`src/rtl/websocket_frame_deframer_assert.svh`:
```
// Assertion macros shared by the deframer modules.
// Each macro expects signals named clk and rst in the module that uses it.
`ifndef WEBSOCKET_FRAME_DEFRAMER_ASSERT_SVH
`define WEBSOCKET_FRAME_DEFRAMER_ASSERT_SVH

// Same-cycle implication, masked during reset.
`define WSD_ASSERT_NOW(lbl, ante, cons, msg) \
  lbl: assert property (@(posedge clk) disable iff (rst) (ante) |-> (cons)) else $error(msg);

// Next-cycle implication, masked during reset.
`define WSD_ASSERT_NEXT(lbl, ante, cons, msg) \
  lbl: assert property (@(posedge clk) disable iff (rst) (ante) |=> (cons)) else $error(msg);

`endif

```
`src/rtl/wsd_pkg.sv`:
```
// Shared types and constants for the WebSocket frame deframer.
// No dependencies; used by every module of the block.
package wsd_pkg;

  localparam int unsigned LENGTH_BITS_DEFAULT = 64;
  localparam int unsigned QUEUE_DEPTH_DEFAULT = 4;

  localparam int unsigned CFG_INDEX_W = 1;
  localparam int unsigned CFG_DATA_W  = 32;
  localparam logic [CFG_INDEX_W-1:0] REG_MAX_PAYLOAD   = 1'd0;
  localparam logic [CFG_INDEX_W-1:0] REG_MASK_REQUIRED = 1'd1;
  localparam logic [31:0] MAX_PAYLOAD_RESET = 32'd65536;

  // Opcodes
  localparam logic [3:0] OPC_CONT   = 4'h0;
  localparam logic [3:0] OPC_TEXT   = 4'h1;
  localparam logic [3:0] OPC_BINARY = 4'h2;
  localparam logic [3:0] OPC_CLOSE  = 4'h8;
  localparam logic [3:0] OPC_PING   = 4'h9;
  localparam logic [3:0] OPC_PONG   = 4'hA;

  // 7-bit length escapes and byte counts
  localparam logic [6:0] LEN7_EXT16   = 7'd126;
  localparam logic [6:0] LEN7_EXT64   = 7'd127;
  localparam logic [3:0] EXT16_BYTES  = 4'd2;
  localparam logic [3:0] EXT64_BYTES  = 4'd8;
  localparam logic [3:0] KEY_BYTES    = 4'd4;

  typedef enum logic [3:0] {
    ST_OK                = 4'd0,
    ST_RSV               = 4'd1,
    ST_BAD_OPCODE        = 4'd2,
    ST_CONTINUATION      = 4'd3,
    ST_CONTROL_NOT_FINAL = 4'd4,
    ST_DATA_NOT_FINAL    = 4'd5,
    ST_MASK_MISMATCH     = 4'd6,
    ST_LENGTH_MSB        = 4'd7,
    ST_TOO_LARGE         = 4'd8
  } status_t;

  typedef enum logic [2:0] {
    PH_HDR0 = 3'd0,
    PH_HDR1 = 3'd1,
    PH_EXT  = 3'd2,
    PH_KEY  = 3'd3,
    PH_DATA = 3'd4
  } phase_t;

  // One queued result: raw byte plus key byte, unmasked in the back end.
  typedef struct packed {
    logic [7:0] data;
    logic [7:0] key;
    logic [3:0] opcode;
    logic       last;
    logic       empty;
    status_t    status;
  } wsd_entry_t;

endpackage

```
`src/rtl/wsd_fifo.sv`:
```
// Small result queue between the header parser and the output stage.
// Depends on wsd_pkg and the assertion macro header.
`include "websocket_frame_deframer_assert.svh"

module wsd_fifo #(
  parameter int unsigned DEPTH = wsd_pkg::QUEUE_DEPTH_DEFAULT
) (
  input  logic               clk,
  input  logic               rst,
  input  logic               push,
  input  wsd_pkg::wsd_entry_t push_entry,
  output logic               full,
  input  logic               pop,
  output logic               valid,
  output wsd_pkg::wsd_entry_t head
);

  localparam int unsigned PTR_W = (DEPTH > 1) ? $clog2(DEPTH) : 1;

  wsd_pkg::wsd_entry_t mem [DEPTH];
  logic [PTR_W-1:0] wr_ptr;
  logic [PTR_W-1:0] rd_ptr;
  logic [PTR_W:0]   count;

  assign full  = (count == (PTR_W+1)'(DEPTH));
  assign valid = (count != '0);
  assign head  = mem[rd_ptr];

  always_ff @(posedge clk) begin
    if (push) begin
      mem[wr_ptr] <= push_entry;
    end
  end

  always_ff @(posedge clk) begin
    if (rst) begin
      wr_ptr <= '0;
      rd_ptr <= '0;
      count  <= '0;
    end else begin
      if (push) begin
        wr_ptr <= (wr_ptr == PTR_W'(DEPTH - 1)) ? '0 : wr_ptr + 1'b1;
      end
      if (pop) begin
        rd_ptr <= (rd_ptr == PTR_W'(DEPTH - 1)) ? '0 : rd_ptr + 1'b1;
      end
      case ({push, pop})
        2'b10:   count <= count + 1'b1;
        2'b01:   count <= count - 1'b1;
        default: count <= count;
      endcase
    end
  end

  `WSD_ASSERT_NOW(a_count_bound, 1'b1, count <= (PTR_W+1)'(DEPTH), "queue count over depth")
  `WSD_ASSERT_NEXT(a_count_up, push && !pop, count == $past(count) + 1'b1, "queue count not raised")

endmodule

```
`src/rtl/wsd_front.sv`:
```
// Header parser: accepts stream bytes, tracks frame phase, queues results.
// Depends on wsd_pkg and the assertion macro header.
`include "websocket_frame_deframer_assert.svh"

module wsd_front #(
  parameter int unsigned LENGTH_BITS = wsd_pkg::LENGTH_BITS_DEFAULT
) (
  input  logic                clk,
  input  logic                rst,
  input  logic                in_valid,
  output logic                in_ready,
  input  logic [7:0]          in_byte,
  input  logic [31:0]         max_payload,
  input  logic                mask_required,
  output logic                push,
  output wsd_pkg::wsd_entry_t push_entry,
  input  logic                full
);

  // Accepted lengths never exceed max_payload, so 32 bits always suffice.
  localparam int unsigned CNT_W = (LENGTH_BITS < 32) ? LENGTH_BITS : 32;

  wsd_pkg::phase_t phase, phase_next;
  logic [3:0]       held_opcode;
  logic             mask_present;
  logic [CNT_W-1:0] len;
  logic             len_over;
  logic             msb_seen;
  logic [3:0]       ext_left;
  logic [31:0]      key_word;
  logic [1:0]       key_index;
  logic             error_latched;

  logic             go;
  logic             has_res;
  logic             hdr_short;
  logic [CNT_W-1:0] ext_len;
  logic             ext_over;
  logic             ext_msb;
  logic [CNT_W-1:0] chk_len;
  logic             chk_over;
  logic             chk_msb;
  logic             chk_zero;
  wsd_pkg::status_t chk_status;
  wsd_pkg::status_t hdr0_status;
  logic             last_ext;

  assign in_ready  = !full;
  assign go        = in_valid && !full && !error_latched;
  assign push      = go && has_res;
  assign hdr_short = in_byte[6:0] < wsd_pkg::LEN7_EXT16;
  assign last_ext  = (ext_left == 4'd1);

  // Length accumulation and limit checks
  always_comb begin
    ext_len   = {len[CNT_W-9:0], in_byte};
    ext_over  = len_over || (len[CNT_W-1 -: 8] != 8'd0);
    ext_msb   = msb_seen || ((ext_left == wsd_pkg::EXT64_BYTES) && in_byte[7]);
    if (phase == wsd_pkg::PH_EXT) begin
      chk_len  = ext_len;
      chk_over = ext_over;
      chk_msb  = ext_msb;
    end else begin
      chk_len  = CNT_W'(in_byte[6:0]);
      chk_over = 1'b0;
      chk_msb  = 1'b0;
    end
    chk_zero = (chk_len == '0);
    if (chk_msb) begin
      chk_status = wsd_pkg::ST_LENGTH_MSB;
    end else if (chk_over || (32'(chk_len) > max_payload)) begin
      chk_status = wsd_pkg::ST_TOO_LARGE;
    end else begin
      chk_status = wsd_pkg::ST_OK;
    end
  end

  // First header byte checks, in priority order
  always_comb begin
    hdr0_status = wsd_pkg::ST_OK;
    if (in_byte[6:4] != 3'd0) begin
      hdr0_status = wsd_pkg::ST_RSV;
    end else begin
      unique case (in_byte[3:0]) inside
        wsd_pkg::OPC_CONT: hdr0_status = wsd_pkg::ST_CONTINUATION;
        wsd_pkg::OPC_TEXT, wsd_pkg::OPC_BINARY: begin
          if (!in_byte[7]) hdr0_status = wsd_pkg::ST_DATA_NOT_FINAL;
        end
        wsd_pkg::OPC_CLOSE, wsd_pkg::OPC_PING, wsd_pkg::OPC_PONG: begin
          if (!in_byte[7]) hdr0_status = wsd_pkg::ST_CONTROL_NOT_FINAL;
        end
        default: hdr0_status = wsd_pkg::ST_BAD_OPCODE;
      endcase
    end
  end

  // Next phase
  always_comb begin
    phase_next = phase;
    unique case (phase)
      wsd_pkg::PH_HDR0: begin
        if (hdr0_status == wsd_pkg::ST_OK) phase_next = wsd_pkg::PH_HDR1;
      end
      wsd_pkg::PH_HDR1: begin
        if (in_byte[7] != mask_required) begin
          phase_next = phase;
        end else if (!hdr_short) begin
          phase_next = wsd_pkg::PH_EXT;
        end else if (chk_status == wsd_pkg::ST_OK) begin
          if (in_byte[7])    phase_next = wsd_pkg::PH_KEY;
          else if (chk_zero) phase_next = wsd_pkg::PH_HDR0;
          else               phase_next = wsd_pkg::PH_DATA;
        end
      end
      wsd_pkg::PH_EXT: begin
        if (last_ext && chk_status == wsd_pkg::ST_OK) begin
          if (mask_present)  phase_next = wsd_pkg::PH_KEY;
          else if (chk_zero) phase_next = wsd_pkg::PH_HDR0;
          else               phase_next = wsd_pkg::PH_DATA;
        end
      end
      wsd_pkg::PH_KEY: begin
        if (last_ext) begin
          phase_next = (len == '0) ? wsd_pkg::PH_HDR0 : wsd_pkg::PH_DATA;
        end
      end
      wsd_pkg::PH_DATA: begin
        if (len == CNT_W'(1)) phase_next = wsd_pkg::PH_HDR0;
      end
      default: phase_next = wsd_pkg::PH_HDR0;
    endcase
  end

  // Result classification
  always_comb begin
    has_res           = 1'b0;
    push_entry.data   = 8'd0;
    push_entry.key    = 8'd0;
    push_entry.opcode = held_opcode;
    push_entry.last   = 1'b0;
    push_entry.empty  = 1'b0;
    push_entry.status = wsd_pkg::ST_OK;
    unique case (phase)
      wsd_pkg::PH_HDR0: begin
        push_entry.opcode = in_byte[3:0];
        if (hdr0_status != wsd_pkg::ST_OK) begin
          has_res           = 1'b1;
          push_entry.status = hdr0_status;
        end
      end
      wsd_pkg::PH_HDR1: begin
        if (in_byte[7] != mask_required) begin
          has_res           = 1'b1;
          push_entry.status = wsd_pkg::ST_MASK_MISMATCH;
        end else if (hdr_short) begin
          if (chk_status != wsd_pkg::ST_OK) begin
            has_res           = 1'b1;
            push_entry.status = chk_status;
          end else if (!in_byte[7] && chk_zero) begin
            has_res          = 1'b1;
            push_entry.last  = 1'b1;
            push_entry.empty = 1'b1;
          end
        end
      end
      wsd_pkg::PH_EXT: begin
        if (last_ext) begin
          if (chk_status != wsd_pkg::ST_OK) begin
            has_res           = 1'b1;
            push_entry.status = chk_status;
          end else if (!mask_present && chk_zero) begin
            has_res          = 1'b1;
            push_entry.last  = 1'b1;
            push_entry.empty = 1'b1;
          end
        end
      end
      wsd_pkg::PH_KEY: begin
        if (last_ext && len == '0) begin
          has_res          = 1'b1;
          push_entry.last  = 1'b1;
          push_entry.empty = 1'b1;
        end
      end
      wsd_pkg::PH_DATA: begin
        has_res         = 1'b1;
        push_entry.data = in_byte;
        push_entry.key  = key_word[{~key_index, 3'b000} +: 8];
        push_entry.last = (len == CNT_W'(1));
      end
      default: has_res = 1'b0;
    endcase
  end

  // Control state
  always_ff @(posedge clk) begin
    if (rst) begin
      phase         <= wsd_pkg::PH_HDR0;
      held_opcode   <= 4'd0;
      mask_present  <= 1'b0;
      len_over      <= 1'b0;
      msb_seen      <= 1'b0;
      ext_left      <= 4'd0;
      key_index     <= 2'd0;
      error_latched <= 1'b0;
    end else if (go) begin
      phase <= phase_next;
      if (has_res && push_entry.status != wsd_pkg::ST_OK) begin
        error_latched <= 1'b1;
      end
      unique case (phase)
        wsd_pkg::PH_HDR0: held_opcode <= in_byte[3:0];
        wsd_pkg::PH_HDR1: begin
          mask_present <= in_byte[7];
          key_index    <= 2'd0;
          msb_seen     <= 1'b0;
          len_over     <= 1'b0;
          if (hdr_short) begin
            ext_left <= wsd_pkg::KEY_BYTES;
          end else begin
            ext_left <= (in_byte[6:0] == wsd_pkg::LEN7_EXT64) ? wsd_pkg::EXT64_BYTES
                                                                : wsd_pkg::EXT16_BYTES;
          end
        end
        wsd_pkg::PH_EXT: begin
          len_over <= ext_over;
          msb_seen <= ext_msb;
          ext_left <= last_ext ? wsd_pkg::KEY_BYTES : ext_left - 4'd1;
        end
        wsd_pkg::PH_KEY: begin
          ext_left  <= ext_left - 4'd1;
          key_index <= 2'd0;
        end
        wsd_pkg::PH_DATA: key_index <= key_index + 2'd1;
        default: key_index <= key_index;
      endcase
    end
  end

  // Length and key, no reset needed
  always_ff @(posedge clk) begin
    if (go) begin
      unique case (phase)
        wsd_pkg::PH_HDR1: begin
          key_word <= 32'd0;
          len      <= hdr_short ? CNT_W'(in_byte[6:0]) : '0;
        end
        wsd_pkg::PH_EXT:  len      <= ext_len;
        wsd_pkg::PH_KEY:  key_word <= {key_word[23:0], in_byte};
        wsd_pkg::PH_DATA: len      <= len - CNT_W'(1);
        default:          len      <= len;
      endcase
    end
  end

  `WSD_ASSERT_NOW(a_quiet_after_error, error_latched, !push, "result after latched error")
  `WSD_ASSERT_NEXT(a_error_latches, push && push_entry.status != wsd_pkg::ST_OK, error_latched,
                   "error not latched")

endmodule

```
`src/rtl/wsd_back.sv`:
```
// Output stage: pops queued results, unmasks the byte, holds the output word.
// Depends on wsd_pkg.
module wsd_back (
  input  logic                clk,
  input  logic                rst,
  input  logic                q_valid,
  input  wsd_pkg::wsd_entry_t q_head,
  output logic                pop,
  output logic                out_valid,
  input  logic                out_ready,
  output logic [7:0]          out_byte,
  output logic [3:0]          out_opcode,
  output logic                out_last,
  output logic                out_empty,
  output wsd_pkg::status_t    out_status
);

  assign pop = q_valid && (!out_valid || out_ready);

  always_ff @(posedge clk) begin
    if (rst) begin
      out_valid <= 1'b0;
    end else if (pop) begin
      out_valid <= 1'b1;
    end else if (out_ready) begin
      out_valid <= 1'b0;
    end
  end

  always_ff @(posedge clk) begin
    if (pop) begin
      out_byte   <= q_head.data ^ q_head.key;
      out_opcode <= q_head.opcode;
      out_last   <= q_head.last;
      out_empty  <= q_head.empty;
      out_status <= q_head.status;
    end
  end

endmodule

```
`src/rtl/websocket_frame_deframer.sv`:
```
// WebSocket frame deframer: one stream byte per clock in, unmasked payload words out.
// Each byte's result word goes through a queue write, then the output register.
// Throughput: 1 byte per cycle; header bytes yield a word only for errors and empty
// frames, and the input stalls only while the result queue (QUEUE_DEPTH words) is full.
// Reset (rst, synchronous): parser back to first header byte, error flag and queue
// cleared, max_payload = 65536, mask_required = 1.
// Depends on wsd_pkg, wsd_fifo, wsd_front, wsd_back.
module websocket_frame_deframer #(
  parameter int unsigned LENGTH_BITS = wsd_pkg::LENGTH_BITS_DEFAULT,
  parameter int unsigned QUEUE_DEPTH = wsd_pkg::QUEUE_DEPTH_DEFAULT
) (
  input  logic                            clk,
  input  logic                            rst,
  // byte stream in
  input  logic                            s_axis_tvalid,
  output logic                            s_axis_tready,
  input  logic [7:0]                      s_axis_tdata,  // [7:0] in_byte
  // result words out
  output logic                            m_axis_tvalid,
  input  logic                            m_axis_tready,
  output logic [7:0]                      m_axis_tdata,  // [7:0] payload_byte
  output logic [8:0]                      m_axis_tuser,  // [3:0] frame_opcode,
                                                         // [4] frame_empty, [8:5] status
  output logic                            m_axis_tlast,  // frame_last
  // register writes
  input  logic                            cfg_valid,
  output logic                            cfg_ready,
  input  logic [wsd_pkg::CFG_INDEX_W-1:0] cfg_index,
  input  logic [wsd_pkg::CFG_DATA_W-1:0]  cfg_data
);

  logic [31:0]         max_payload;
  logic                mask_required;

  logic                q_push;
  wsd_pkg::wsd_entry_t q_push_entry;
  logic                q_full;
  logic                q_pop;
  logic                q_valid;
  wsd_pkg::wsd_entry_t q_head;

  logic [3:0]          out_opcode;
  logic                out_empty;
  wsd_pkg::status_t    out_status;

  // Register port: always ready; a write takes effect in the cycle after cfg_valid.
  assign cfg_ready = 1'b1;

  always_ff @(posedge clk) begin
    if (rst) begin
      max_payload   <= wsd_pkg::MAX_PAYLOAD_RESET;
      mask_required <= 1'b1;
    end else if (cfg_valid) begin
      unique case (cfg_index)
        wsd_pkg::REG_MAX_PAYLOAD:   max_payload   <= cfg_data[31:0];
        wsd_pkg::REG_MASK_REQUIRED: mask_required <= cfg_data[0];
        default:                    max_payload   <= max_payload;
      endcase
    end
  end

  // Front end: header parse, length/mask tracking, error detection.
  wsd_front #(
    .LENGTH_BITS (LENGTH_BITS)
  ) u_front (
    .clk           (clk),
    .rst           (rst),
    .in_valid      (s_axis_tvalid),
    .in_ready      (s_axis_tready),
    .in_byte       (s_axis_tdata),
    .max_payload   (max_payload),
    .mask_required (mask_required),
    .push          (q_push),
    .push_entry    (q_push_entry),
    .full          (q_full)
  );

  // Result queue decouples parsing from downstream backpressure.
  wsd_fifo #(
    .DEPTH (QUEUE_DEPTH)
  ) u_fifo (
    .clk        (clk),
    .rst        (rst),
    .push       (q_push),
    .push_entry (q_push_entry),
    .full       (q_full),
    .pop        (q_pop),
    .valid      (q_valid),
    .head       (q_head)
  );

  // Back end: unmask and drive the output register.
  wsd_back u_back (
    .clk        (clk),
    .rst        (rst),
    .q_valid    (q_valid),
    .q_head     (q_head),
    .pop        (q_pop),
    .out_valid  (m_axis_tvalid),
    .out_ready  (m_axis_tready),
    .out_byte   (m_axis_tdata),
    .out_opcode (out_opcode),
    .out_last   (m_axis_tlast),
    .out_empty  (out_empty),
    .out_status (out_status)
  );

  assign m_axis_tuser = {out_status, out_empty, out_opcode};

endmodule
```
`config.mk`:
```
export PLATFORM = sky130hd
export DESIGN_NAME = websocket_frame_deframer
export DESIGN_NICKNAME = d
export VERILOG_FILES = /design/src/rtl/wsd_pkg.sv /design/src/rtl/wsd_fifo.sv /design/src/rtl/wsd_front.sv /design/src/rtl/wsd_back.sv /design/src/rtl/websocket_frame_deframer.sv
export VERILOG_INCLUDE_DIRS = /design/src /design/src/rtl
export SDC_FILE = /design/constraint.sdc
export NUM_CORES = 1
export LEC_CHECK = 0
export BUFFER_PORTS_ARGS = -buffer_cell sky130_fd_sc_hd__buf_2
export CORE_ASPECT_RATIO = 1.1
export CORE_MARGIN = 1.5
export CORE_UTILIZATION = 60
export CTS_BUF_LIST = sky130_fd_sc_hd__clkbuf_4 sky130_fd_sc_hd__clkbuf_8
export DETAILED_ROUTE_END_ITERATION = 10
export PLACE_DENSITY = 0.78
export SETUP_SLACK_MARGIN = 0.02
export SYNTH_ARGS = -nofsm -noshare
export SYNTH_HDL_FRONTEND = slang
export SYNTH_HIERARCHICAL = 1
export SYNTH_SLANG_ARGS = --single-unit
```
`constraint.sdc`:
```
create_clock -name clk -period 5.8 [get_ports clk]
set_input_delay 1.16 -clock clk [delete_from_list [all_inputs] [get_ports clk]]
set_output_delay 1.16 -clock clk [all_outputs]
set_load 0.01 [all_outputs]
```
---- After elaboration in Yosys (flattened, before gate mapping) ----
Memory sizes are Yosys's and may differ from the RTL's. A register that Yosys moved wholly into a read port is not among the register bits.
Cells that the tools add are included.
W data, S select, Z words.
cells by class
  add/sub/neg operators ................... 7
  multiply operators ...................... 0
  divide/modulo/power cells ............... 0
  order comparisons ....................... 2
  equal/unequal tests ..................... 25
  shift operators ......................... 1
  muxes and demuxes ....................... 66
  bitwise logic cells ..................... 3
  reductions and logical operators ........ 51
operators by type and width
  cell                     count
  $pmux W32 S3             1
  $logic_not A32 Y1        2
  $pmux W32 S2             1
  $mux W4                  10
  $mux W3                  13
  $pmux W4 S3              3
  $eq A32 B1 Y1 const B    1
  $gt A32 B32 Y1           1
  $mux W32                 1
  $shiftx A32 B6 Y8        1
  $sub A32 B1 Y32 const B  1
  $mux W2                  10
  $reduce_and A2 Y1        9
  $eq A4 B4 Y1 const B     4
  $mux W16                 1
  $mux W1                  15
  $pmux W3 S5              1
  $logic_not A4 Y1         3
  $mux W6                  2
  $reduce_bool A3 Y1       4
  $reduce_bool A4 Y1       3
  $logic_and A1 B1 Y1      10
  $reduce_bool A2 Y1       5
  $eq A4 B1 Y1 const B     2
  33 further kinds         51
word-level totals
  register bits ........................... 140
  bits in latches ......................... 0
  memory bits (writable) .................. 104
  memory bits (read-only) ................. 0
  bits of input ports ..................... 46
  memories kept ........................... 1
memory list
  name        words  width  read ports  clocked after Yosys merged registers in  wr ports  line            RTL
  u_fifo.mem  4      26     1           1                                        1         wsd_fifo.sv:20  wsd_pkg::wsd_entry_t mem [DEPTH];

---- Depth between registers and ports, before layout ----
Gate-level depths: netlist of run 1.
  depth after elaboration ................. 14
  mapped depth ............................ 21
  mapped depth without buffers ............ 18

---- Modules after synthesis ----
Netlist of run 1, hierarchy kept.
by module, submodules not included
  module                    times used  cells each  area each (um^2)  seq. area each (um^2)
  wsd_front                 1           613         5,652.9           2,262.2
  wsd_fifo                  1           180         4,237.8           3,303.2
  websocket_frame_deframer  1           151         1,667.8           660.6
  wsd_back                  1           31          665.6             560.5

---- Worst setup path after synthesis of run 1 ----
OpenSTA, ideal clock, no wires.
  kind .................................... flip-flop to flip-flop
  from .................................... register u_front.phase[2]
  to ...................................... register u_fifo.count[2]
  library setup time ...................... 0.070 ns
  data arrival time ....................... 4.456 ns
  required time ........................... 5.730 ns
  setup slack ............................. 1.274 ns
  cell stages (with the launch flop) ...... 22
  clock period less this slack ............ 4.526 ns
  path through ............................ dfxtp_1 clkbuf_1 nand2b_1 nor2_1 clkbuf_1 clkbuf_1 and2_1 ha_1 a21oi_1 o21ai_0 a221o_1 or3_1 a211oi_1 o21ai_0 o21ai_0 a21oi_1 inv_1 ha_1 fa_1 xnor2_1 or3_1 a21oi_1
between the ends
  word-level cells in the longest chain between the ends .. 14
  elaborated cells between the ends (all ways) .. 29
  classes of those cells .................. order compare: 1; eq/ne: 6; mux: 14; reduce/logical: 8
RTL lines
  item                                                      line                                RTL
  from (decl)                                               wsd_front.sv:23                     wsd_pkg::phase_t phase, phase_next;
  from (signal assigned)                                    wsd_front.sv:198                    phase <= wsd_pkg::PH_HDR0;
  from (signal assigned)                                    wsd_front.sv:207                    phase <= phase_next;
  $eq A3 B2 Y1                                              wsd_front.sv:59, wsd_front.sv:143
  $mux W32                                                  wsd_front.sv:59                     if (phase == wsd_pkg::PH_EXT) begin
  $gt A32 B32 Y1                                            wsd_front.sv:71                     end else if (chk_over || (32'(chk_len) > max_payload)) begin
  $logic_or A1 B1 Y1                                        wsd_front.sv:71
  $mux W4                                                   wsd_front.sv:71
  $mux W4                                                   wsd_front.sv:69                     if (chk_msb) begin
  $reduce_bool A4 Y1                                        wsd_front.sv:156, wsd_front.sv:168
  $mux W1                                                   wsd_front.sv:156                    if (chk_status != wsd_pkg::ST_OK) begin
  $mux W1                                                   wsd_front.sv:155                    end else if (hdr_short) begin
  $mux W1                                                   wsd_front.sv:152                    if (in_byte[7] != mask_required) begin
  $pmux W1 S5 *                                             wsd_front.sv:143                    unique case (phase)
  $logic_and A1 B1 Y1 *                                     wsd_front.sv:50                     assign push = go && has_res;
  via q_push                                                websocket_frame_deframer.sv:35      logic q_push;
  $eq A2 B1 Y1 / $eq A2 B2 Y1 (equally long branches)       wsd_fifo.sv:47                      case ({push, pop})
  $pmux W3 S2 / $reduce_bool A2 Y1 (equally long branches)  --
  to (signal assigned)                                      wsd_fifo.sv:48                      2'b10: count <= count + 1'b1;
  to (signal assigned)                                      wsd_fifo.sv:49                      2'b01: count <= count - 1'b1;
  to (signal assigned)                                      wsd_fifo.sv:50                      default: count <= count;
  to (decl)                                                 wsd_fifo.sv:23                      logic [PTR_W:0] count;
Mark *: on every way through the listed nets, which the timed path passes. The rest lies on a longest branch.
A chain may end at the register's enable or synchronous reset.

---- Final worst setup path of run 1 ----
  from .................................... register u_front.phase[1]
  to ...................................... register u_fifo.count[2]
Same word-level chain as after synthesis.

==> flow_summary.json, run 1 <==
{
  "htreeDepth": 2,
  "synthTopCellsByArea": "edfxtp_1 46%, dfxtp_1 9.8%, mux4_2 5.2%, ha_1 4.2%, nand4bb_1 2.9%",
  "grt_antenna_before_repair": 0,
  "drc": 8,
  "globalRouteMet3Util_pct": 4.31,
  "place_area_um2": 12700,
  "routed_wl_um": 24800,
  "die_w_um": 139,
  "setup_viol": 0,
  "syn-instance-count": 975,
  "async_reset_ff_share_pct": 0,
  "internal-power_w": 0.00337,
  "seq_area_frac_synth_pct": 55.5,
  "p_comb_share_pct": 17.8,
  "fin_worst_skew_ps": 25.4,
  "fin_crit_ps": 4990,
  "post-route-cell-area_um2": 13500,
  "layout_setup_ws_ps": 806,
  "drv_slew": 0,
  "grtUsageMet2_pct": 39.0,
  "worstPathMaxFanout": 18,
  "synthDistinctLibCells": 79,
  "grt_max_degree": 50,
  "ir_drop_v": 0.000177,
  "rows": 54,
  "switchingPower_w": 0.00119,
  "start_util_pct": 61.3,
  "cts_root_buf": "clkbuf_8",
  "cp-end-kind": "flop",
  "finalHoldViolCount": 0,
  "cts_setup_buffers": 0,
  "synthFlopType": "edfxtp_1",
  "synth_nets": 1063,
  "dr.pass1.iters": 10,
  "finalNetCount": 1133,
  "p_leak_nw": 5.23,
  "p_per_area_nw_per_um2": 337,
  "die_height_um": 153,
  "ant_nets": 0,
  "post_drt_wl_per_cell_um": 18.7,
  "synth_edf_count": 186,
  "drtIter0Drc": 620,
  "num_vias": 8054,
  "ctsHoldBuffers": 0,
  "period_share_pct": 86.1,
  "pwr-share-seq_pct": 48.0,
  "violations": "design-rule violations",
  "yosys-top-cells-count": "186 x edfxtp_1, 72 x nor2_1, 60 x dfxtp_1, 46 x and3_1, 45 x inv_1",
  "post_cts_resized": 0,
  "grt_first_pass_wirelength_um": 40900,
  "min_path_type": "reg -> reg",
  "grt-ovfl-total": 0,
  "hpwl_um": 16300,
  "yosysWarningCount": 6,
  "fillCellCount": 1440,
  "max_clock_freq_mhz": 200,
  "tightestPinTransition_ps": 867,
  "pre_cts_slack_ps": 862,
  "status": "complete, but fails checks",
  "design.portCount": 67,
  "cp_data_required_time_ps": 6250,
  "synth_area_leader_cell": "edfxtp_1",
  "yosysMostFrequentCell": "edfxtp_1",
  "antennaDiodeCount": 0,
  "netlist.area_leader.share_pct": 45.7,
  "regArea_um2": 6790,
  "via_per_inst": 6.06,
  "clk_latency_ps": 550,
  "fin_tns_setup_ps": 0,
  "clock_power_share_pct": 34.1,
  "core_um2": 19900,
  "ys_ff_latch": 246,
  "syn2layout_area_growth_pct": 10.7,
  "maxSlewHeadroom_pct": 42.2,
  "multi_input_area_um2": 4940,
  "avgSynthCellArea_um2": 12.5,
  "gr-usage-met1_pct": 32.5,
  "crit_arrival_ps": 5450,
  "path_clk_slew_ps": 60,
  "criticalPathCategory": "reg -> reg",
  "grt_pass1_vias": 7977,
  "dieArea_um2": 21200,
  "cts_made_buffers": 40,
  "rsz0062_at_grt": "no",
  "place_congestion": 0.911,
  "drive_gt1_share_pct": 22.3,
  "cap_viol_max_count": 0,
  "power_w": 0.00456,
  "top_usage_layer": "met2",
  "synth_area_um2": 12200,
  "cts.sinks": 246,
  "crit_path_start_kind": "flop",
  "p_sw_share_pct": 26.1,
  "clock_path_buffers": 3,
  "gr-usage-all-layers_pct": 24.0,
  "io_buffers": 65,
  "cts_tree": "yes"
}
-- cell families (layout without fill, tap and decap cells) --
group | after synthesis | in the layout | synth area share [%]
AO/OA/AOI/OAI | 158 | 158 | 9.11
XOR/XNOR | 38 | 38 | 2.72
adder cells (fa/ha/maj) | 42 | 42 | 4.36
buffers and inverters | 102 | 204 | 4.15
flip-flops | 246 | 246 | 55.5
multiplexers | 45 | 45 | 7.40
other | 1 | 1 | 0.0307
AND/OR/NAND/NOR | 343 | 343 | 16.7
-- layout by cell type (no fill, tap or decap), types with 13 or more instances in the layout --
master     count
and3_1        46
a21oi_1       35
clkbuf_4      18
o21ai_2       30
buf_4         20
a21o_1        21
mux4_2        28
and2_1        27
dfxtp_1       60
inv_1         45
nor2_1        70
nand3_1       13
clkbuf_8      46
nor3_1        23
ha_1          41
nand2_1       38
nand2b_1      38
o21ai_0       25
buf_2         65
edfxtp_1     186
nand4bb_1     32
xor2_1        26
-- power by group through the flow --
stage	logic [W]	clock network, W	registers (W)
finish	0.000814	0.00156	0.00219
detailed placement	0.000824	0	0.00223
CTS	0.000827	0.00159	0.00219
floorplan	0.000596	0	0.00225
global route	0.000891	0.00167	0.00221
global placement	0.000802	0	0.00222
-- per-stage QoR --
step	hold slack [ps]	cells	utilization, %
CTS	473	1329	67.9
floorplan	442	975	-
global route	494	1329	67.9
finish	469	1329	67.9
global placement	456	1255	63.6
detailed placement	462	1255	63.6
-- routing by layer --
| metal | share of wire (%) | wire length, µm | vias to the layer above |
|---|---|---|---|
| met3 | 6.1 | 1500 | 64 |
| met5 | 0 | 0 | - |
| met4 | 2.8 | 698 | 0 |
| met2 | 48 | 12000 | 297 |
| met1 | 43 | 10700 | 3912 |
| li1 | - | - | 3781 |
-- final timing paths --
check	from	to	slack (ps)	depth (start not counted)
max	u_front/phase[1]	u_fifo/count[2]	810	21
min	max_payload[28]	max_payload[28]	470	2
max reg2reg	u_front/phase[1]	u_fifo/count[2]	810	21
min reg2reg	max_payload[28]	max_payload[28]	470	2
-- cell type report --
cell class / instances / area share [%]
repair buffers: 85 / 3.51
inverters: 45 / 1.25
clock inverters: 10 / 0.619
flip-flops and latches: 246 / 50.1
well taps: 252 / 2.33
clock buffers: 64 / 5.68
multi-input cells: 627 / 36.5
-- worst max-delay path, stage by stage, from the launching register on --
cell and delay, ps:
dfxtp_1 310, buf_4 200, nand2b_1 120, nor2_1 640
buf_4 350, and2_1 190, ha_1 150, nand4_1 130
nor2_1 150, o21ai_0 110, a31oi_1 180, a211oi_1 80
buf_4 160, o21ai_0 250, o21ai_0 150, a21oi_1 380
inv_1 120, ha_1 260, fa_1 380, xnor2_1 140
or3_1 300, a21oi_1 140
-- sequential cells by signal, summed over array words and instances (netlist names), named ones only --
register and cells:
mask_required 1, max_payload 32, u_back/out_byte 8, u_back/out_empty 1
u_back/out_last 1, u_back/out_opcode 4, u_back/out_status 4, u_back/out_valid 1
u_fifo/count 3, u_fifo/mem 104, u_fifo/rd_ptr 2, u_fifo/wr_ptr 2
u_front/error_latched 1, u_front/ext_left 4, u_front/held_opcode 4, u_front/key_index 2
u_front/key_word 32, u_front/len 32, u_front/len_over 1, u_front/mask_present 1
u_front/msb_seen 1, u_front/phase 3
Note: power is estimated with default switching activity, not from simulation.
==> run 2, diff against run 1 <==
ABC_AREA = 1   (was unset)
==> run 2 against run 1 <==
The flow now finishes without violations. Sequential share of layout area increased by 0.27 points. Sequential cell count unchanged. Clock skew decreased by 8.0 ps. Count of clock-buffer cells in the layout decreased by 8. Fmax increased by 15%. Hold slack got worse by 5.3 ps. Core utilization decreased by 0.14 points. Global-route usage increased by 1.3 points. Via count increased by 15%. Combinational power increased by 130%. Non-clock buffer count decreased by 9. Register-to-register slack improved by 650 ps. Critical endpoint unchanged. Largest power group unchanged. Highest routed layer unchanged.
==> flow_summary.json, run 2 <==
{
  "status": "finished, final reports clean",
  "ir_drop_v": 0.000387,
  "grt_pass1_vias": 9093,
  "netlist.area_leader.share_pct": 45.8,
  "clock_path_buffers": 3,
  "yosys-mux-area-fraction_pct": 0,
  "die_w_um": 139,
  "cts_setup_buffers": 0,
  "layout_commonest_cell": "nor2_1",
  "synth_nets": 1420,
  "io_buffers": 65,
  "yosys-top-cells-count": "251 x nor2_1, 195 x inv_1, 186 x edfxtp_1, 136 x nand2_1, 102 x o21ai_0",
  "yosysWarningCount": 6,
  "path_clk_slew_ps": 60,
  "fin_tns_setup_ps": 0,
  "antennaDiodeCount": 0,
  "drc": 0,
  "cts_tree": "yes",
  "grt-ovfl-total": 0,
  "place_congestion": 0.903,
  "fillCellCount": 1524,
  "seq_area_frac_synth_pct": 55.7,
  "finalNetCount": 1487,
  "synth_simple_gate_area_share_pct": 17.5,
  "htreeDepth": 2,
  "hpwl_um": 17900,
  "via_per_inst": 5.54,
  "maxSlewHeadroom_pct": 28.6,
  "p_leak_nw": 5.65,
  "clk_latency_ps": 530,
  "grt_first_pass_wirelength_um": 43900,
  "dieArea_um2": 21200,
  "ant_nets": 0,
  "cp-end-kind": "flop",
  "post_cts_resized": 0,
  "fin_worst_skew_ps": 17.4,
  "cap_viol_max_count": 0,
  "synth_top_family_by_area": "simple AND/OR/NAND/NOR gates",
  "syn-instance-count": 1332,
  "finalHoldViolCount": 0,
  "rsz0062_at_grt": "no",
  "final_cell_mix": "250 x nor2_1, 195 x inv_1, 186 x edfxtp_1",
  "async_reset_ff_share_pct": 0,
  "cts_root_buf": "clkbuf_8",
  "die_height_um": 153,
  "grt_max_degree": 54,
  "criticalPathCategory": "reg -> reg",
  "post_drt_wl_per_cell_um": 15.7,
  "finalCoreUtilization_pct": 67.8,
  "grt_antenna_before_repair": 0,
  "fin_crit_ps": 4350,
  "synthFlopType": "edfxtp_1",
  "avgSynthCellArea_um2": 9.15,
  "max_clock_freq_mhz": 230,
  "synthDistinctLibCells": 51,
  "setup_viol": 0,
  "min_path_type": "reg -> reg",
  "p_per_area_nw_per_um2": 446,
  "synthTopCellsByArea": "edfxtp_1 46%, dfxtp_1 9.9%, nor2_1 7.7%, inv_1 6.0%, ha_1 4.2%",
  "fin_hold_ws_ps": 463,
  "num_vias": 9302,
  "syn2layout_area_growth_pct": 10.4,
  "drtIter0Drc": 609,
  "regMostFlops": "u_fifo/mem",
  "ys_ff_latch": 246,
  "instances_no_fill": 1679,
  "worstPathMaxFanout": 49,
  "drv_slew": 0,
  "gr-usage-all-layers_pct": 25.4,
  "synth_area_um2": 12200,
  "synth_fa_ha_area_share_pct": 4.37,
  "period_share_pct": 75.0,
  "ctsHoldBuffers": 0,
  "core_um2": 19900,
  "dr.pass1.iters": 6,
  "drive_gt1_share_pct": 13.0,
  "synth_edf_count": 186,
  "tightestPinTransition_ps": 1070,
  "crit_arrival_ps": 4820,
  "start_util_pct": 61.4,
  "design.portCount": 67,
  "rows": 54,
  "place_inst": 1609,
  "crit_path_start_kind": "flop",
  "routed_wl_um": 26300,
  "synth_xor_area_share_pct": 1.36,
  "cts.sinks": 246,
  "cp_data_required_time_ps": 6270,
  "cts_made_buffers": 40,
  "largest_reg_flops": 104,
  "synth-compound-area-share_pct": 12.0,
  "yosysMostFrequentCell": "nor2_1",
  "synth_area_leader_cell": "edfxtp_1"
}
[run 2: cell count changes after synthesis, sizes merged, moves of 39 or more]
cell / previous run / this run
nor2: 73 / 257
inv: 45 / 206
and3: 46 / 1
o21ai: 57 / 126
nand2: 38 / 140
nand2b: 39 / 0
nand3: 13 / 63
[run 2: layer usage]
metal / vias to the layer above / track usage, % / routed length, µm
met2: 336 / 44.3 / 13200
met3: 72 / 4.15 / 1610
met4: 0 / 10.5 / 967
met5: - / 0 / 0
li1: 4602 / - / -
met1: 4292 / 31.4 / 10600
[run 2: final timing paths]
check | slack [ps] | start | depth (start not counted) | to
worst min register to register | 460 | u_front/error_latched | 2 | u_front/error_latched
worst max-delay path | 1450 | u_front/phase[2] | 24 | u_fifo/count[2]
worst max register to register | 1450 | u_front/phase[2] | 24 | u_fifo/count[2]
worst min-delay path | 460 | u_front/error_latched | 2 | u_front/error_latched
[run 2: cell type report]
cell class | instances | area [µm²] | share of cell area [%]
Sequential cell | 246 | 6790 | 50.4
Inverter | 210 | 791 | 5.87
Clock inverter | 14 | 148 | 1.10
Multi-Input combinational cell | 825 | 4310 | 32.0
Clock buffer | 56 | 702 | 5.21
Timing Repair Buffer | 76 | 408 | 3.03
Tap cell | 252 | 315 | 2.34
[run 2: kinds of logic after synthesis]
logic type | count (synthesis)
adder cells (fa/ha/maj) | 42
other | 1
AND/OR/NAND/NOR | 498
flip-flops | 246
XOR/XNOR | 19
AO/OA/AOI/OAI | 265
buffers and inverters | 261
[run 2: metrics by stage]
stage,setup WS [ps],power [W],instance area (µm²)
after floorplan,1810,0.00396,12200
final,1450,0.00601,13500
after global routing,1090,0.00637,13500
after global placement,1430,0.00438,12600
after CTS,1530,0.00603,13500
after detailed placement,1290,0.00444,12600
[run 2: critical path, cell delays in order (launching register included)]
cell and delay [ps]:
dfxtp_1 420, nor2_4 80, nand2_4 400, nor2_1 140, ha_1 320, nand2_1 70
nor2_1 150, nand3_1 90, nor2_1 170, nand2_1 90, nand3_1 90, nand2_1 50
nand3_1 90, nand2_2 80, nand3_2 120, o21ai_0 100, a21oi_1 430, inv_1 160
ha_1 290, fa_1 430, nand2_1 120, nand2_1 50, nor2_1 110, nor2_1 80
nor2_1 120
[run 2: report_power, final]
part	internal (W)	switching [W]
Combinational	0.000567	0.00127
Sequential	0.00243	0.000162
Clock	0.000916	0.000658
Total	0.00392	0.00209
==> run 3, diff against run 2 <==
CORE_UTILIZATION = 57   (was 60)
PLACE_DENSITY = 0.77   (was 0.78)
clock period = 3.8 ns   (was 5.8 ns; I/O delays follow)
==> run 3 against run 2 <==
Hold slack better by 1.5 ps. Via count is 1.7% higher. Sequential power is 53% higher. Non-clock buffer count is 15 higher. Clock skew hardly changed. Sequential cell count stayed put. Sequential share of layout area is 0.55 points lower. Die area is 5.2% higher. Critical path type unchanged. Critical endpoint is now u_fifo/count[1].
==> flow_summary.json, run 3 (same netlist as run 2, synthesis figures left out) <==
{
  "htreeDepth": 2,
  "globalRouteMet3Util_pct": 3.70,
  "worstPathMaxFanout": 17,
  "drv_slew": 0,
  "fin_worst_skew_ps": 17.4,
  "finalHoldViolCount": 0,
  "grt_pass1_vias": 9251,
  "drc": 0,
  "dieArea_um2": 22300,
  "cpMaxStageDelayCell": "dfxtp_1",
  "hpwl_um": 18600,
  "drtIter0Drc": 654,
  "routed_wl_um": 27300,
  "cts_made_buffers": 41,
  "gr-usage-met1_pct": 29.4,
  "cts_root_buf": "clkbuf_8",
  "maxSlewHeadroom_pct": 34.8,
  "fin_tns_setup_ps": 0,
  "grt_antenna_before_repair": 0,
  "grt_first_pass_wirelength_um": 44200,
  "crit_chain": "nand2_8, nor2_1, ha_1, a21oi_1, nor2_1, a211oi_1, nand2_1, nand2_1, nand3_1, nand2_2, nand3_2, a21oi_1, a21oi_2, inv_1, ha_1, fa_1, o21ai_0, nor2_1",
  "grtUsageMet2_pct": 44.3,
  "path_clk_slew_ps": 60,
  "max_stage_delay_ps": 540,
  "fin_crit_ps": 3480,
  "antennaDiodeCount": 0,
  "finalNetCount": 1504,
  "post_drt_wl_per_cell_um": 15.8,
  "design.portCount": 67,
  "p_leak_nw": 5.69,
  "top_usage_layer": "met2",
  "dr.pass1.iters": 5,
  "finalCoreUtilization_pct": 65.5,
  "cap_viol_max_count": 0,
  "drive_gt1_share_pct": 14.0,
  "regMostFlops": "u_fifo/mem",
  "via_per_inst": 5.48,
  "num_vias": 9460,
  "rows": 55,
  "max_clock_freq_mhz": 287,
  "grt-ovfl-total": 0,
  "criticalPathCategory": "reg -> reg",
  "die_w_um": 142,
  "start_util_pct": 58.7,
  "power_w": 0.00916,
  "ctsHoldBuffers": 0,
  "gr-usage-all-layers_pct": 25.0,
  "clk_latency_ps": 540,
  "setup_viol": 0,
  "io_buffers": 65,
  "cp-end-kind": "flop",
  "cts_tree": "yes",
  "final_cell_mix": "250 x nor2_1, 195 x inv_1, 186 x edfxtp_1",
  "syn2layout_area_growth_pct": 11.6,
  "critical_path.startpoint": "u_front/phase[1]",
  "cp_data_required_time_ps": 4230,
  "layout_commonest_cell": "nor2_1",
  "p_per_area_nw_per_um2": 673,
  "crit_path_frequent_cell": "nor2_1",
  "path_buf_inv": 1,
  "place_congestion": 0.956,
  "core_um2": 20800,
  "path_delay_family": "simple AND/OR/NAND/NOR gates",
  "rsz0062_at_grt": "no",
  "ant_nets": 0,
  "tightestPinTransition_ps": 976,
  "clock_path_buffers": 3,
  "min_path_type": "reg -> reg",
  "largest_reg_flops": 104,
  "status": "finished, final reports clean",
  "crit_arrival_ps": 3910,
  "crit-reg2reg-launch": "u_front/phase[1]",
  "crit_path_start_kind": "flop",
  "cts.sinks": 246,
  "die_height_um": 156,
  "worstHoldStart": "u_front/error_latched",
  "ir_drop_v": 0.000349,
  "grt_max_degree": 53,
  "period_share_pct": 91.7
}
-- run 3: worst register-to-register path: stages, from the launching register on --
cell      delay (ps)
dfxtp_1          540
nand2_8          170
nor2_1           140
ha_1             260
a21oi_1          130
nor2_1            50
a211oi_1         260
nand2_1          110
nand2_1           80
nand3_1          100
nand2_2          110
nand3_2          130
a21oi_1          210
a21oi_2           80
inv_1            120
ha_1             230
fa_1             430
o21ai_0          180
nor2_1            60
-- run 3: layout make-up --
cell class / count / area (µm²)
Clock inverter: 13 / 96.3
Sequential cell: 246 / 6790
Tap cell: 285 / 357
Timing Repair Buffer: 91 / 546
Fill cell: 1706 / 7170
Inverter: 210 / 791
Multi-Input combinational cell: 826 / 4340
Clock buffer: 56 / 689
-- run 3: repair_timing --
item	CTS	global route
setup buffers	0	1
endpoints found under the setup margin	0	2
gates resized for setup	0	5
-- run 3: worst paths after layout --
kind | slack (ps) | depth (start not counted) | end
min | 460 | 2 | u_front/error_latched
max | 320 | 18 | u_fifo/count[1]
min reg2reg | 460 | 2 | u_front/error_latched
max reg2reg | 320 | 18 | u_fifo/count[1]
-- run 3: power breakdown --
| group | switching [W] | internal [W] |
|---|---|---|
| clock | 0.00101 | 0.00124 |
| combinational | 0.00199 | 0.000941 |
| sequential | 0.000260 | 0.00371 |
| total | 0.00326 | 0.00589 |
-- run 3: metal layers --
layer,vias up,wire length [µm]
met5,-,0
met4,0,1090
met3,79,1520
met2,320,13500
met1,4428,11200
li1,4633,-
-- run 3: metrics by stage --
stage / std cells / hold WS, ps / instance area [µm²] / worst slack (ps)
6_report: 1727 / 465 / 13600 / 317
5_1_grt: 1727 / 488 / 13600 / 53.1
4_1_cts: 1725 / 444 / 13600 / 209
3_5_place_dp: 1656 / 451 / 12800 / 176
3_3_place_gp: 1656 / 453 / 12800 / 274
2_1_floorplan: 1332 / 435 / 12200 / 105
